--- src/rtl/hlfd_pkg.sv ---
// Shared types and constants of the header/length frame deframer.
// Used by the front parser, the command queue, the result sequencer and the top level.
`default_nettype none

package hlfd_pkg;

   localparam int BUF_SIZE_DEFAULT    = 128;
   localparam int FRAME_CAP_DEFAULT   = 128;
   localparam int QUEUE_DEPTH_DEFAULT = 4;

   localparam logic [7:0] SYNC_FIRST  = 8'h5A;
   localparam logic [7:0] SYNC_SECOND = 8'hA5;
   localparam logic [8:0] HEADER_LEN  = 9'd3;

   // One command from the parser: either a whole header (three results built
   // from the length byte) or a single frame byte with its position.
   typedef struct packed {
      logic       is_header;
      logic [7:0] data;
      logic [7:0] pos;
      logic       last;
   } hlfd_cmd_type;

endpackage

`default_nettype wire

--- src/rtl/hlfd_front.sv ---
// Front parser: sync hunt, length check and byte counting.
// Depends on hlfd_pkg; emits hlfd_cmd_type commands into the queue.
`default_nettype none

module hlfd_front #(
   parameter int BUF_SIZE = hlfd_pkg::BUF_SIZE_DEFAULT
) (
   input  wire logic                  clock,
   input  wire logic                  reset,
   input  wire logic                  accept,
   input  wire logic [7:0]            rx_byte,
   input  wire logic                  restart,
   output logic                       push,
   output hlfd_pkg::hlfd_cmd_type     cmd
);

   typedef enum logic [1:0] {
      PH_HUNT,
      PH_SYNC2,
      PH_LEN,
      PH_DATA
   } phase_type;

   localparam logic [8:0] MAX_LEN = 9'(BUF_SIZE - 3);

   phase_type  phase_ff, phase_in;
   logic [8:0] count_ff, count_in;
   logic [8:0] total_ff, total_in;
   logic [8:0] count_next;
   logic       last;
   logic       len_ok;

   assign count_next = count_ff + 9'd1;
   assign last       = (count_next >= total_ff);
   assign len_ok     = (rx_byte != 8'd0) && ({1'b0, rx_byte} <= MAX_LEN);

   always_comb begin
      phase_in      = phase_ff;
      count_in      = count_ff;
      total_in      = total_ff;
      push          = 1'b0;
      cmd.is_header = 1'b0;
      cmd.data      = rx_byte;
      cmd.pos       = count_ff[7:0];
      cmd.last      = 1'b0;
      if (accept) begin
         if (restart) begin
            phase_in = PH_HUNT;
            count_in = 9'd0;
         end else begin
            case (phase_ff)
               PH_HUNT: begin
                  if (rx_byte == hlfd_pkg::SYNC_FIRST) begin
                     phase_in = PH_SYNC2;
                     count_in = 9'd1;
                  end
               end
               PH_SYNC2: begin
                  if (rx_byte == hlfd_pkg::SYNC_SECOND) begin
                     phase_in = PH_LEN;
                     count_in = 9'd2;
                  end else if (rx_byte == hlfd_pkg::SYNC_FIRST) begin
                     count_in = 9'd1;
                  end else begin
                     phase_in = PH_HUNT;
                     count_in = 9'd0;
                  end
               end
               PH_LEN: begin
                  if (len_ok) begin
                     phase_in      = PH_DATA;
                     count_in      = hlfd_pkg::HEADER_LEN;
                     total_in      = hlfd_pkg::HEADER_LEN + {1'b0, rx_byte};
                     push          = 1'b1;
                     cmd.is_header = 1'b1;
                  end else begin
                     phase_in = PH_HUNT;
                     count_in = 9'd0;
                  end
               end
               default: begin
                  push     = 1'b1;
                  cmd.last = last;
                  if (last) begin
                     phase_in = PH_HUNT;
                     count_in = 9'd0;
                  end else begin
                     count_in = count_next;
                  end
               end
            endcase
         end
      end
   end

   always_ff @(posedge clock) begin
      if (reset) begin
         phase_ff <= PH_HUNT;
         count_ff <= 9'd0;
         total_ff <= 9'd0;
      end else begin
         phase_ff <= phase_in;
         count_ff <= count_in;
         total_ff <= total_in;
      end
   end

endmodule

`default_nettype wire

--- src/rtl/hlfd_queue.sv ---
// Short command queue between the parser and the result sequencer.
// Depends on hlfd_pkg for the command type; flip-flop storage, one read port.
`default_nettype none

module hlfd_queue #(
   parameter int DEPTH = hlfd_pkg::QUEUE_DEPTH_DEFAULT
) (
   input  wire logic                  clock,
   input  wire logic                  reset,
   input  wire logic                  push,
   input  wire hlfd_pkg::hlfd_cmd_type push_cmd,
   input  wire logic                  pop,
   output logic                       full,
   output logic                       not_empty,
   output hlfd_pkg::hlfd_cmd_type     head
);

   localparam int PTR_W = $clog2(DEPTH);
   localparam int CNT_W = PTR_W + 1;

   hlfd_pkg::hlfd_cmd_type entry_ff [DEPTH];
   logic [PTR_W-1:0] wr_ptr_ff, wr_ptr_in;
   logic [PTR_W-1:0] rd_ptr_ff, rd_ptr_in;
   logic [CNT_W-1:0] count_ff, count_in;
   logic             do_pop;

   assign full      = (count_ff == CNT_W'(DEPTH));
   assign not_empty = (count_ff != '0);
   assign head      = entry_ff[rd_ptr_ff];
   assign do_pop    = pop && not_empty;

   always_comb begin
      wr_ptr_in = wr_ptr_ff;
      rd_ptr_in = rd_ptr_ff;
      count_in  = count_ff;
      if (push) begin
         wr_ptr_in = (wr_ptr_ff == PTR_W'(DEPTH - 1)) ? '0 : wr_ptr_ff + PTR_W'(1);
      end
      if (do_pop) begin
         rd_ptr_in = (rd_ptr_ff == PTR_W'(DEPTH - 1)) ? '0 : rd_ptr_ff + PTR_W'(1);
      end
      if (push && !do_pop) begin
         count_in = count_ff + CNT_W'(1);
      end else if (!push && do_pop) begin
         count_in = count_ff - CNT_W'(1);
      end
   end

   always_ff @(posedge clock) begin
      if (push) begin
         entry_ff[wr_ptr_ff] <= push_cmd;
      end
   end

   always_ff @(posedge clock) begin
      if (reset) begin
         wr_ptr_ff <= '0;
         rd_ptr_ff <= '0;
         count_ff  <= '0;
      end else begin
         wr_ptr_ff <= wr_ptr_in;
         rd_ptr_ff <= rd_ptr_in;
         count_ff  <= count_in;
      end
   end

endmodule

`default_nettype wire

--- src/rtl/hlfd_back.sv ---
// Result sequencer: expands header commands into three results and drives
// the output register. Depends on hlfd_pkg.
`default_nettype none

module hlfd_back #(
   parameter int FRAME_CAP = hlfd_pkg::FRAME_CAP_DEFAULT
) (
   input  wire logic                  clock,
   input  wire logic                  reset,
   input  wire logic                  cmd_valid,
   input  wire hlfd_pkg::hlfd_cmd_type cmd,
   output logic                       cmd_pop,
   output logic                       out_valid,
   input  wire logic                  out_ready,
   output logic [7:0]                 out_byte,
   output logic [7:0]                 out_pos,
   output logic                       out_last,
   output logic                       out_cap
);

   localparam logic [8:0] CAP = 9'(FRAME_CAP);

   logic       valid_ff, valid_in;
   logic [1:0] sub_ff, sub_in;
   logic [7:0] byte_ff, byte_in;
   logic [7:0] pos_ff, pos_in;
   logic       last_ff, last_in;
   logic       cap_ff, cap_in;
   logic       load;
   logic [7:0] sel_byte;
   logic [7:0] sel_pos;
   logic       sel_cap;

   assign load = cmd_valid && (!valid_ff || out_ready);

   always_comb begin
      if (cmd.is_header) begin
         sel_pos = {6'd0, sub_ff};
         case (sub_ff)
            2'd0:    sel_byte = hlfd_pkg::SYNC_FIRST;
            2'd1:    sel_byte = hlfd_pkg::SYNC_SECOND;
            default: sel_byte = cmd.data;
         endcase
      end else begin
         sel_pos  = cmd.pos;
         sel_byte = cmd.data;
      end
      sel_cap = ({1'b0, sel_pos} >= CAP);
   end

   always_comb begin
      valid_in = valid_ff;
      sub_in   = sub_ff;
      byte_in  = byte_ff;
      pos_in   = pos_ff;
      last_in  = last_ff;
      cap_in   = cap_ff;
      cmd_pop  = 1'b0;
      if (out_ready) begin
         valid_in = 1'b0;
      end
      if (load) begin
         valid_in = 1'b1;
         byte_in  = sel_cap ? 8'd0 : sel_byte;
         pos_in   = sel_pos;
         last_in  = cmd.is_header ? 1'b0 : cmd.last;
         cap_in   = sel_cap;
         // A header command stays at the head until its third byte is out.
         if (cmd.is_header && sub_ff != 2'd2) begin
            sub_in = sub_ff + 2'd1;
         end else begin
            sub_in  = 2'd0;
            cmd_pop = 1'b1;
         end
      end
   end

   always_ff @(posedge clock) begin
      if (reset) begin
         valid_ff <= 1'b0;
         sub_ff   <= 2'd0;
      end else begin
         valid_ff <= valid_in;
         sub_ff   <= sub_in;
      end
      byte_ff <= byte_in;
      pos_ff  <= pos_in;
      last_ff <= last_in;
      cap_ff  <= cap_in;
   end

   assign out_valid = valid_ff;
   assign out_byte  = byte_ff;
   assign out_pos   = pos_ff;
   assign out_last  = last_ff;
   assign out_cap   = cap_ff;

endmodule

`default_nettype wire

--- src/rtl/header_length_frame_deframer.sv ---
// Sync/length frame deframer, streaming. An accepted length or payload byte is pushed into
// the command queue as a command; the result sequencer loads results from the queue head
// into the output register. One byte per cycle in the sync hunt and the payload while the
// queue is not full; the length byte yields three results from the result sequencer, with a
// command queue absorbing the burst.
// Reset is synchronous and active high; it returns to the sync hunt and empties the queue.
`default_nettype none

module header_length_frame_deframer #(
   parameter int BUF_SIZE    = hlfd_pkg::BUF_SIZE_DEFAULT,
   parameter int FRAME_CAP   = hlfd_pkg::FRAME_CAP_DEFAULT,
   parameter int QUEUE_DEPTH = hlfd_pkg::QUEUE_DEPTH_DEFAULT
) (
   input  wire logic        clock,
   input  wire logic        reset,
   input  wire logic        req_tvalid,
   output logic             req_tready,
   input  wire logic [7:0]  req_tdata,   // [7:0] rx_byte
   input  wire logic [0:0]  req_tuser,   // [0] restart
   output logic             rsp_tvalid,
   input  wire logic        rsp_tready,
   output logic [15:0]      rsp_tdata,   // [7:0] out_byte, [15:8] byte_pos
   output logic             rsp_tlast,   // frame_last
   output logic [0:0]       rsp_tuser    // [0] beyond_cap
);

   hlfd_pkg::hlfd_cmd_type push_cmd;
   hlfd_pkg::hlfd_cmd_type head_cmd;
   logic push;
   logic pop;
   logic full;
   logic not_empty;
   logic accept;

   assign req_tready = !full;
   assign accept     = req_tvalid && req_tready;

   hlfd_front #(
      .BUF_SIZE (BUF_SIZE)
   ) u_front (
      .clock   (clock),
      .reset   (reset),
      .accept  (accept),
      .rx_byte (req_tdata),
      .restart (req_tuser[0]),
      .push    (push),
      .cmd     (push_cmd)
   );

   hlfd_queue #(
      .DEPTH (QUEUE_DEPTH)
   ) u_queue (
      .clock     (clock),
      .reset     (reset),
      .push      (push),
      .push_cmd  (push_cmd),
      .pop       (pop),
      .full      (full),
      .not_empty (not_empty),
      .head      (head_cmd)
   );

   hlfd_back #(
      .FRAME_CAP (FRAME_CAP)
   ) u_back (
      .clock     (clock),
      .reset     (reset),
      .cmd_valid (not_empty),
      .cmd       (head_cmd),
      .cmd_pop   (pop),
      .out_valid (rsp_tvalid),
      .out_ready (rsp_tready),
      .out_byte  (rsp_tdata[7:0]),
      .out_pos   (rsp_tdata[15:8]),
      .out_last  (rsp_tlast),
      .out_cap   (rsp_tuser[0])
   );

   // A result past the cap always carries a zero byte.
   a_cap_zero: assert property (@(posedge clock) disable iff (reset)
      rsp_tvalid && rsp_tuser[0] |-> rsp_tdata[7:0] == 8'd0)
      else $error("capped result carries a nonzero byte");

   // The end of a frame never falls inside the header.
   a_last_after_header: assert property (@(posedge clock) disable iff (reset)
      rsp_tvalid && rsp_tlast |-> rsp_tdata[15:8] >= 8'd3)
      else $error("frame end flagged on a header byte");

   // Position zero, when not capped, is always the first sync byte.
   a_pos0_sync: assert property (@(posedge clock) disable iff (reset)
      rsp_tvalid && rsp_tdata[15:8] == 8'd0 && !rsp_tuser[0]
      |-> rsp_tdata[7:0] == hlfd_pkg::SYNC_FIRST)
      else $error("position zero is not the sync byte");

endmodule

`default_nettype wire

--- config.mk ---
export PLATFORM = sky130hd
export DESIGN_NAME = header_length_frame_deframer
export DESIGN_NICKNAME = d
export VERILOG_FILES = /design/src/rtl/hlfd_pkg.sv /design/src/rtl/hlfd_front.sv /design/src/rtl/hlfd_queue.sv /design/src/rtl/hlfd_back.sv /design/src/rtl/header_length_frame_deframer.sv
export SDC_FILE = /design/constraint.sdc
export NUM_CORES = 1
export LEC_CHECK = 0
export BUFFER_PORTS_ARGS = -buffer_cell sky130_fd_sc_hd__buf_2
export CORE_UTILIZATION = 61
export DETAILED_ROUTE_END_ITERATION = 8
export PLACE_DENSITY = 0.8
export SLEW_MARGIN = 40
export SYNTH_ARGS = -nofsm -noshare
export SYNTH_HDL_FRONTEND = slang
export SYNTH_HIERARCHICAL = 1
export SYNTH_SLANG_ARGS = --single-unit
--- constraint.sdc ---
create_clock -name clock -period 4 [get_ports clock]
set_input_delay 0.8 -clock clock [delete_from_list [all_inputs] [get_ports clock]]
set_output_delay 0.8 -clock clock [all_outputs]
set_load 0.01 [all_outputs]
==> flow_summary_export.csv, run 1 <==
group,metric,value,unit
yosys,yosys.area.top_type,"edfxtp_1",
yosys,yosysWarnings,6,
detailed_routing,firstDrtPassIters,4,
placed_design,gp_congestion,0.8493,
critical_path,timing.rr.start,"u_front/count_ff[1]",
yosys,yosysTopAreaCellShare,46.63,%
min_path,min_from,"u_front/total_ff[8]",
timing,relSlewSlack,45.66,%
timing,rsz0062_at_grt,"false",
detailed_routing,drc,0,
yosys,async_reset_ff_share,0,%
critical_path,path_max_fanout,8,
detailed_routing,vias_per_cell,6.046,
floorplan,fp.dieH,98.94,um
timing,hold_violations,0,
clock_network,cts.sinks,121,
yosys,synth_ff_type,"edfxtp_1",
clock_network,cts.htree.levels,4,
critical_path,required,4200,ps
layout,syn2layout_area_growth,12.51,%
clock_network,numCtsBuffers,17,
yosys,synth_cells,432,
detailed_routing,wl_per_cell,18.86,um
global_route,antenna_found_initial,0,
global_route,grt_pass1_wl,18010,um
floorplan,die-area,0.009788,mm2
pwr,p_int,0.002297,W
critical_path,path_class,"reg2reg",
layout,antenna_cells,0,
clock_network,holdBufCountCts,0,
critical_path,crit_arrival,3700,ps
floorplan,die_w,98.94,um
timing,fin_skew,10.19,ps
critical_path,r2r.worst_path.cells,11,
global_route,gr-usage-all-layers,24.84,%
yosys,synth_common_cells,"edfxtp_1, dfxtp_1, inv_1, nor2_1, ha_1",
pwr,ir_drop,0.3386,mV
floorplan,io_pins,33,
detailed_routing,vias,3531,
pwr,p_leak,2.370,nW
critical_path,startpoint_type,"flop",
layout,drive_gt1_share,19.24,%
clock_network,max-clock-path-buffers,2,
yosys,syn_nets,470,
placed_design,dp.cells,552,
detailed_routing,final_antenna_net_count,0,
clock_network,cts.clk_slew.worst_paths,50,ps
yosys,synth-seq-cells,121,
global_route,grt_pass1_vias,3635,
floorplan,rows,35,
detailed_routing,drt_iter0_drc,218,
clock_network,cts_setup_buffers,0,
yosys,syn_area_per_cell,13.27,um2
floorplan,coreArea,0.009153,mm2
timing,slew_violations,0,
yosys,synth-edff-count,89,
yosys,ys_top_cells_by_area,"edfxtp_1, dfxtp_1, ha_1",
timing,timing.fmax,286.1,MHz
layout,fin_cells,584,
clock_network,cts_tree,"done",
pwr,p_switching,0.0005636,W
placed_design,hpwl,7112,um
min_path,hp-class,"reg2reg",
yosys,synth_area,0.005732,mm2
clock_network,post_cts_resized,0,
yosys,yosysMostFrequentCell,"edfxtp_1",
yosys,yosysSeqAreaShare,57.80,%
timing,tightestPinTransition,812.4,ps
timing,period_share,87.39,%
placed_design,portBuffers,32,
critical_path,reg2reg_to,"u_queue/entry_ff[2][0]",
floorplan,start_util,62.62,%
critical_path,cp-end-kind,"flop",
timing,finalSetupTns,0,ps
timing,finalSetupViolCount,0,
pwr,p_seq_share,46.7,%
job,cap_viol_max_count,0,
min_path,hold_path_end,"u_front/total_ff[8]",
clock_network,cts-root-buf,"clkbuf_8",
critical_path,r2r_setup_slack,500,ps
timing,finalCriticalPeriod,3496,ps
pwr,pwr-share-comb,2.0,%
pwr,switching_share,19.70,%
layout,n_fill_cell,607,
run_status,status,"finished clean",
global_route,grt-ovfl-total,0,
min_path,min_path_cells,2,
global_route,grt_max_degree,24,
yosys,synth.distinct_cells,58,
layout,fin_nets,498,
pwr,pwr_density_cell,443.6,mW/mm2
pwr,p_clk_share,51.3,%
detailed_routing,finalWirelength,11020,um
clock_network,clock_latency,500,ps
[registers in the layout, summed over array words and instances, names as in the netlist, named ones only]
register / count
u_back/out_last: 1
u_queue/entry_ff: 72
u_queue/count_ff: 3
u_front/total_ff: 9
u_back/out_pos: 8
u_back/out_byte: 8
u_queue/rd_ptr_ff: 2
u_back/out_valid: 1
u_back/sub_ff: 2
u_queue/wr_ptr_ff: 2
u_front/count_ff: 9
u_front/phase_ff: 2
[per-stage QoR]
step	setup WS (ps)	total power, W	utilization [%]	cell area (um2)	hold WS, ps
finish	504.4	0.002861	70.46	6449	502.4
global route	388.9	0.002946	70.46	6449	518.8
CTS	613.4	0.002875	70.46	6449	500.1
detailed placement	539.9	0.001418	64.18	5874	472.4
global placement	611.3	0.001416	64.18	5874	446.1
floorplan	776.1	0.001402	-	5732	429.8
[cell type report]
| cell class | count | area, um2 | share of cell area, % |
|---|---|---|---|
| Sequential cell | 121 | 3313 | 51.38 |
| Tap cell | 111 | 138.9 | 2.154 |
| Clock inverter | 13 | 152.6 | 2.367 |
| Clock buffer | 19 | 421.7 | 6.539 |
| Timing Repair Buffer | 43 | 242.7 | 3.764 |
| Multi-Input combinational cell | 250 | 2078 | 32.23 |
| Inverter | 27 | 101.3 | 1.572 |
[layout by cell type, fill, tap and decap left out, drive strengths merged, types with 2 or more instances in the layout]
cell type and instances:
a211oi 8, a21o 2, a21oi 10, a22o 7, a31oi 4, a32oi 4, and2 6, and3 6
buf 43, bufinv 3, clkbuf 19, clkinv 6, clkinvlp 3, dfxtp 32, edfxtp 89, ha 24
inv 28, mux2i 7, mux4 18, nand2 20, nand2b 7, nand3 13, nand4 6, nand4b 2
nor2 28, nor2b 12, nor3 5, nor3b 2, nor4 2, o21ai 18, o21bai 2, o22ai 4
o31ai 3, or3 3, xnor2 7, xor2 6
[per-layer routing]
layer / wire length (um) / share of wire (%) / global-route usage, % / up-vias
li1: - / - / - / 1665
met1: 4690 / 43 / 30.94 / 1724
met2: 5476 / 50 / 41.96 / 118
met3: 601 / 5.5 / 5.532 / 24
met4: 246 / 2.2 / 10.79 / 0
met5: 0 / 0 / 0 / -
[worst max-delay path, stage by stage, from the launching register on]
cell      delay (ps)
dfxtp_1          530
ha_1             320
and3_1           200
and3_1           220
nand3_1          140
nand2_1          130
nand2_1           80
ha_1             320
o21ai_0           90
o21bai_1         350
a211o_1          200
nor3b_1          620
[kinds of logic after synthesis]
family / synth area share, %
AND/OR/NAND/NOR: 11.13
buffers and inverters: 5.938
XOR/XNOR: 1.986
multiplexers: 9.016
flip-flops: 57.80
adder cells (fa/ha/maj): 5.588
AO/OA/AOI/OAI: 8.535
[power by group through the flow]
stage / Combinational, W / Sequential (W) / Clock, W
2_1_floorplan: 0.0000388 / 0.00136 / 0
3_3_place_gp: 0.0000531 / 0.00136 / 0
3_5_place_dp: 0.0000552 / 0.00136 / 0
4_1_cts: 0.0000557 / 0.00134 / 0.00148
5_1_grt: 0.0000618 / 0.00134 / 0.00155
6_report: 0.0000563 / 0.00134 / 0.00147
[worst max-delay path by stage]
| stage | from | end | slack, ps | cells after the start |
|---|---|---|---|---|
| 2_1_floorplan | req_tdata[0] | u_queue/count_ff[2] | 780 | 11 |
| 3_3_place_gp | req_tdata[0] | u_queue/count_ff[2] | 610 | 13 |
| 3_5_place_dp | req_tdata[0] | u_queue/count_ff[2] | 540 | 13 |
| 4_1_cts | u_front/count_ff[1] | u_queue/entry_ff[1][0] | 610 | 11 |
| 5_1_grt | u_front/count_ff[1] | u_queue/entry_ff[3][0] | 390 | 11 |
| 6_report | u_front/count_ff[1] | u_queue/entry_ff[2][0] | 500 | 11 |
No activity file was read; power rests on OpenSTA's default activity.
==> run 2, diff against run 1 <==
Clock period 4 ns to 3.6 ns, I/O delays scaled along.
==> run 2 against run 1 <==
  * Sequential power increased by 11%
  * Fmax increased by 12%
  * Non-clock buffer count unchanged
  * Combinational power increased by 9.4%
  * Global-route usage decreased by 0.27 points
  * Power increased by 15%
  * Register-to-register slack got worse by 40 ps
  * Die area unchanged
  * Count of clock-buffer cells in the layout decreased by 2
  * Utilization increased by 0.51 points
==> flow_summary_export.csv, run 2 (same netlist as run 1, synthesis figures left out) <==
group,metric,value,unit
clock_network,numCtsBuffers,17,
clock_network,clock_latency,510,ps
min_path,hold_path_end,"u_front/total_ff[8]",
floorplan,die_w,98.94,um
timing,rsz0062_at_grt,"false",
floorplan,rows,35,
critical_path,path_class,"reg2reg",
floorplan,die-area,0.009788,mm2
critical_path,timing.rr.start,"u_front/count_ff[1]",
floorplan,start_util,62.62,%
global_route,antenna_found_initial,0,
placed_design,hpwl,7064,um
timing,timing.fmax,319.1,MHz
layout,fin_nets,498,
clock_network,post_cts_resized,0,
timing,tightestPinTransition,563.1,ps
global_route,grt_pass1_vias,3524,
layout,reg_top3,"u_queue/entry_ff x72, u_front/count_ff x9, u_front/total_ff x9",
timing,hold_violations,0,
detailed_routing,wl_per_cell,19.14,um
pwr,p_leak,2.391,nW
timing,finalCriticalPeriod,3134,ps
layout,antenna_cells,0,
detailed_routing,firstDrtPassIters,5,
layout,largest_register_ffs,72,
critical_path,reg2reg_to,"u_queue/entry_ff[2][0]",
global_route,gr-usage-all-layers,24.57,%
clock_network,cts.htree.levels,4,
clock_network,cts_tree,"done",
detailed_routing,drc,0,
clock_network,cts-root-buf,"clkbuf_8",
critical_path,cp-end-kind,"flop",
critical_path,r2r_setup_slack,470,ps
layout,layout_common_cells,"edfxtp_1, buf_2, dfxtp_1",
timing,slew_violations,0,
min_path,min_from,"u_front/total_ff[8]",
critical_path,startpoint_type,"flop",
pwr,ir_drop,0.2754,mV
clock_network,cts.sinks,121,
placed_design,gp_congestion,0.9661,
clock_network,max-clock-path-buffers,2,
detailed_routing,finalWirelength,11180,um
job,cap_viol_max_count,0,
timing,fin_hold_ws,466.9,ps
layout,syn2layout_area_growth,13.32,%
global_route,grt-ovfl-total,0,
detailed_routing,vias_per_cell,6.231,
critical_path,path_cells,"ha_1 -> and3_1 -> and3_1 -> nand3_1 -> nand2_1 -> nand2_1 -> ha_1 -> nand4_1 -> nor2_1 -> a211o_1 -> nor3b_1",
global_route,grt_max_degree,23,
detailed_routing,final_antenna_net_count,0,
global_route,grt_pass1_wl,17660,um
floorplan,io_pins,33,
critical_path,required,3830,ps
layout,layout_commonest_cell,"edfxtp_1",
detailed_routing,vias,3639,
timing,finalSetupTns,0,ps
clock_network,cts_setup_buffers,0,
critical_path,crit_arrival,3360,ps
clock_network,holdBufCountCts,0,
critical_path,cp_slowest_stage_delay,530,ps
timing,finalSetupViolCount,0,
run_status,status,"finished clean",
timing,setup_ws,466.3,ps
critical_path,slowest_stage,"dfxtp_1",
critical_path,r2r.worst_path.cells,11,
min_path,min_path_cells,2,
layout,largest-register,"u_queue/entry_ff",
detailed_routing,drt_iter0_drc,272,
layout,drive_gt1_share,19.87,%
critical_path,path_max_fanout,8,
placed_design,pre_cts_slack,294.8,ps
floorplan,coreArea,0.009153,mm2
timing,fin_skew,6.359,ps
pwr,pwr_density_cell,504.7,mW/mm2
clock_network,cts.clk_slew.worst_paths,60,ps
timing,period_share,87.05,%
floorplan,fp.dieH,98.94,um
placed_design,portBuffers,32,
timing,relSlewSlack,62.38,%
min_path,hp-class,"reg2reg",
## run 2: changes by cell type in the layout (fill, tap and decap cells not counted)
cell | before | now
buf_4 | 11 | 10
bufinv_16 | 3 | 4
clkinv_4 | 1 | 3
clkbuf_8 | 1 | 2
clkinv_2 | 3 | 2
inv_6 | 1 | 2
clkbuf_1 | 2 | 0
clkinv_1 | 2 | 1
## run 2: power by group
group,switching (W),total (W),internal (W)
clock,0.000606,0.00173,0.00112
sequential,0.00000171,0.00149,0.00148
combinational,0.0000418,0.0000616,0.0000198
## run 2: critical path, delay by kind of cell, from the launching register on
family	cells	cell delay [ps]
simple gates	8	1550
fa+ha+maj	2	610
flops	1	530
compound gates	1	170
## run 2: metrics by stage
| stage | cells | utilization [%] | total power, W | cell area [um2] |
|---|---|---|---|---|
| 2_1_floorplan | 432 | - | 0.001558 | 5732 |
| 3_3_place_gp | 551 | 64.10 | 0.001573 | 5867 |
| 3_5_place_dp | 551 | 64.10 | 0.001576 | 5867 |
| 4_1_cts | 583 | 70.81 | 0.003295 | 6481 |
| 5_1_grt | 584 | 70.96 | 0.003375 | 6495 |
| 6_report | 584 | 70.96 | 0.003278 | 6495 |
## run 2: worst max-delay path by stage
stage	start	endpoint	slack, ps
after floorplan	req_tdata[0]	u_queue/count_ff[2]	460
after global placement	req_tdata[0]	u_queue/count_ff[2]	370
after detailed placement	req_tdata[0]	u_queue/count_ff[2]	290
after CTS	u_front/count_ff[1]	u_queue/entry_ff[2][0]	480
after global routing	u_front/count_ff[1]	u_queue/entry_ff[1][0]	220
final	u_front/count_ff[1]	u_queue/entry_ff[2][0]	470
## run 2: area by class of cell
| cell class | instances | area [um2] |
|---|---|---|
| flip-flops and latches | 121 | 3313 |
| fillers | 586 | 2658 |
| multi-input cells | 250 | 2078 |
| clock buffers | 17 | 414.1 |
| repair buffers | 43 | 249.0 |
| clock inverters | 15 | 200.2 |
| well taps | 111 | 138.9 |
| inverters | 27 | 101.3 |
## run 2: metal layers
metal / track usage (%) / vias to the layer above / wire length, um
li1: - / 1672 / -
met1: 31.24 / 1795 / 4678
met2: 40.61 / 146 / 5547
met3: 6.525 / 26 / 686
met4: 9.300 / 0 / 265
met5: 0 / - / 0
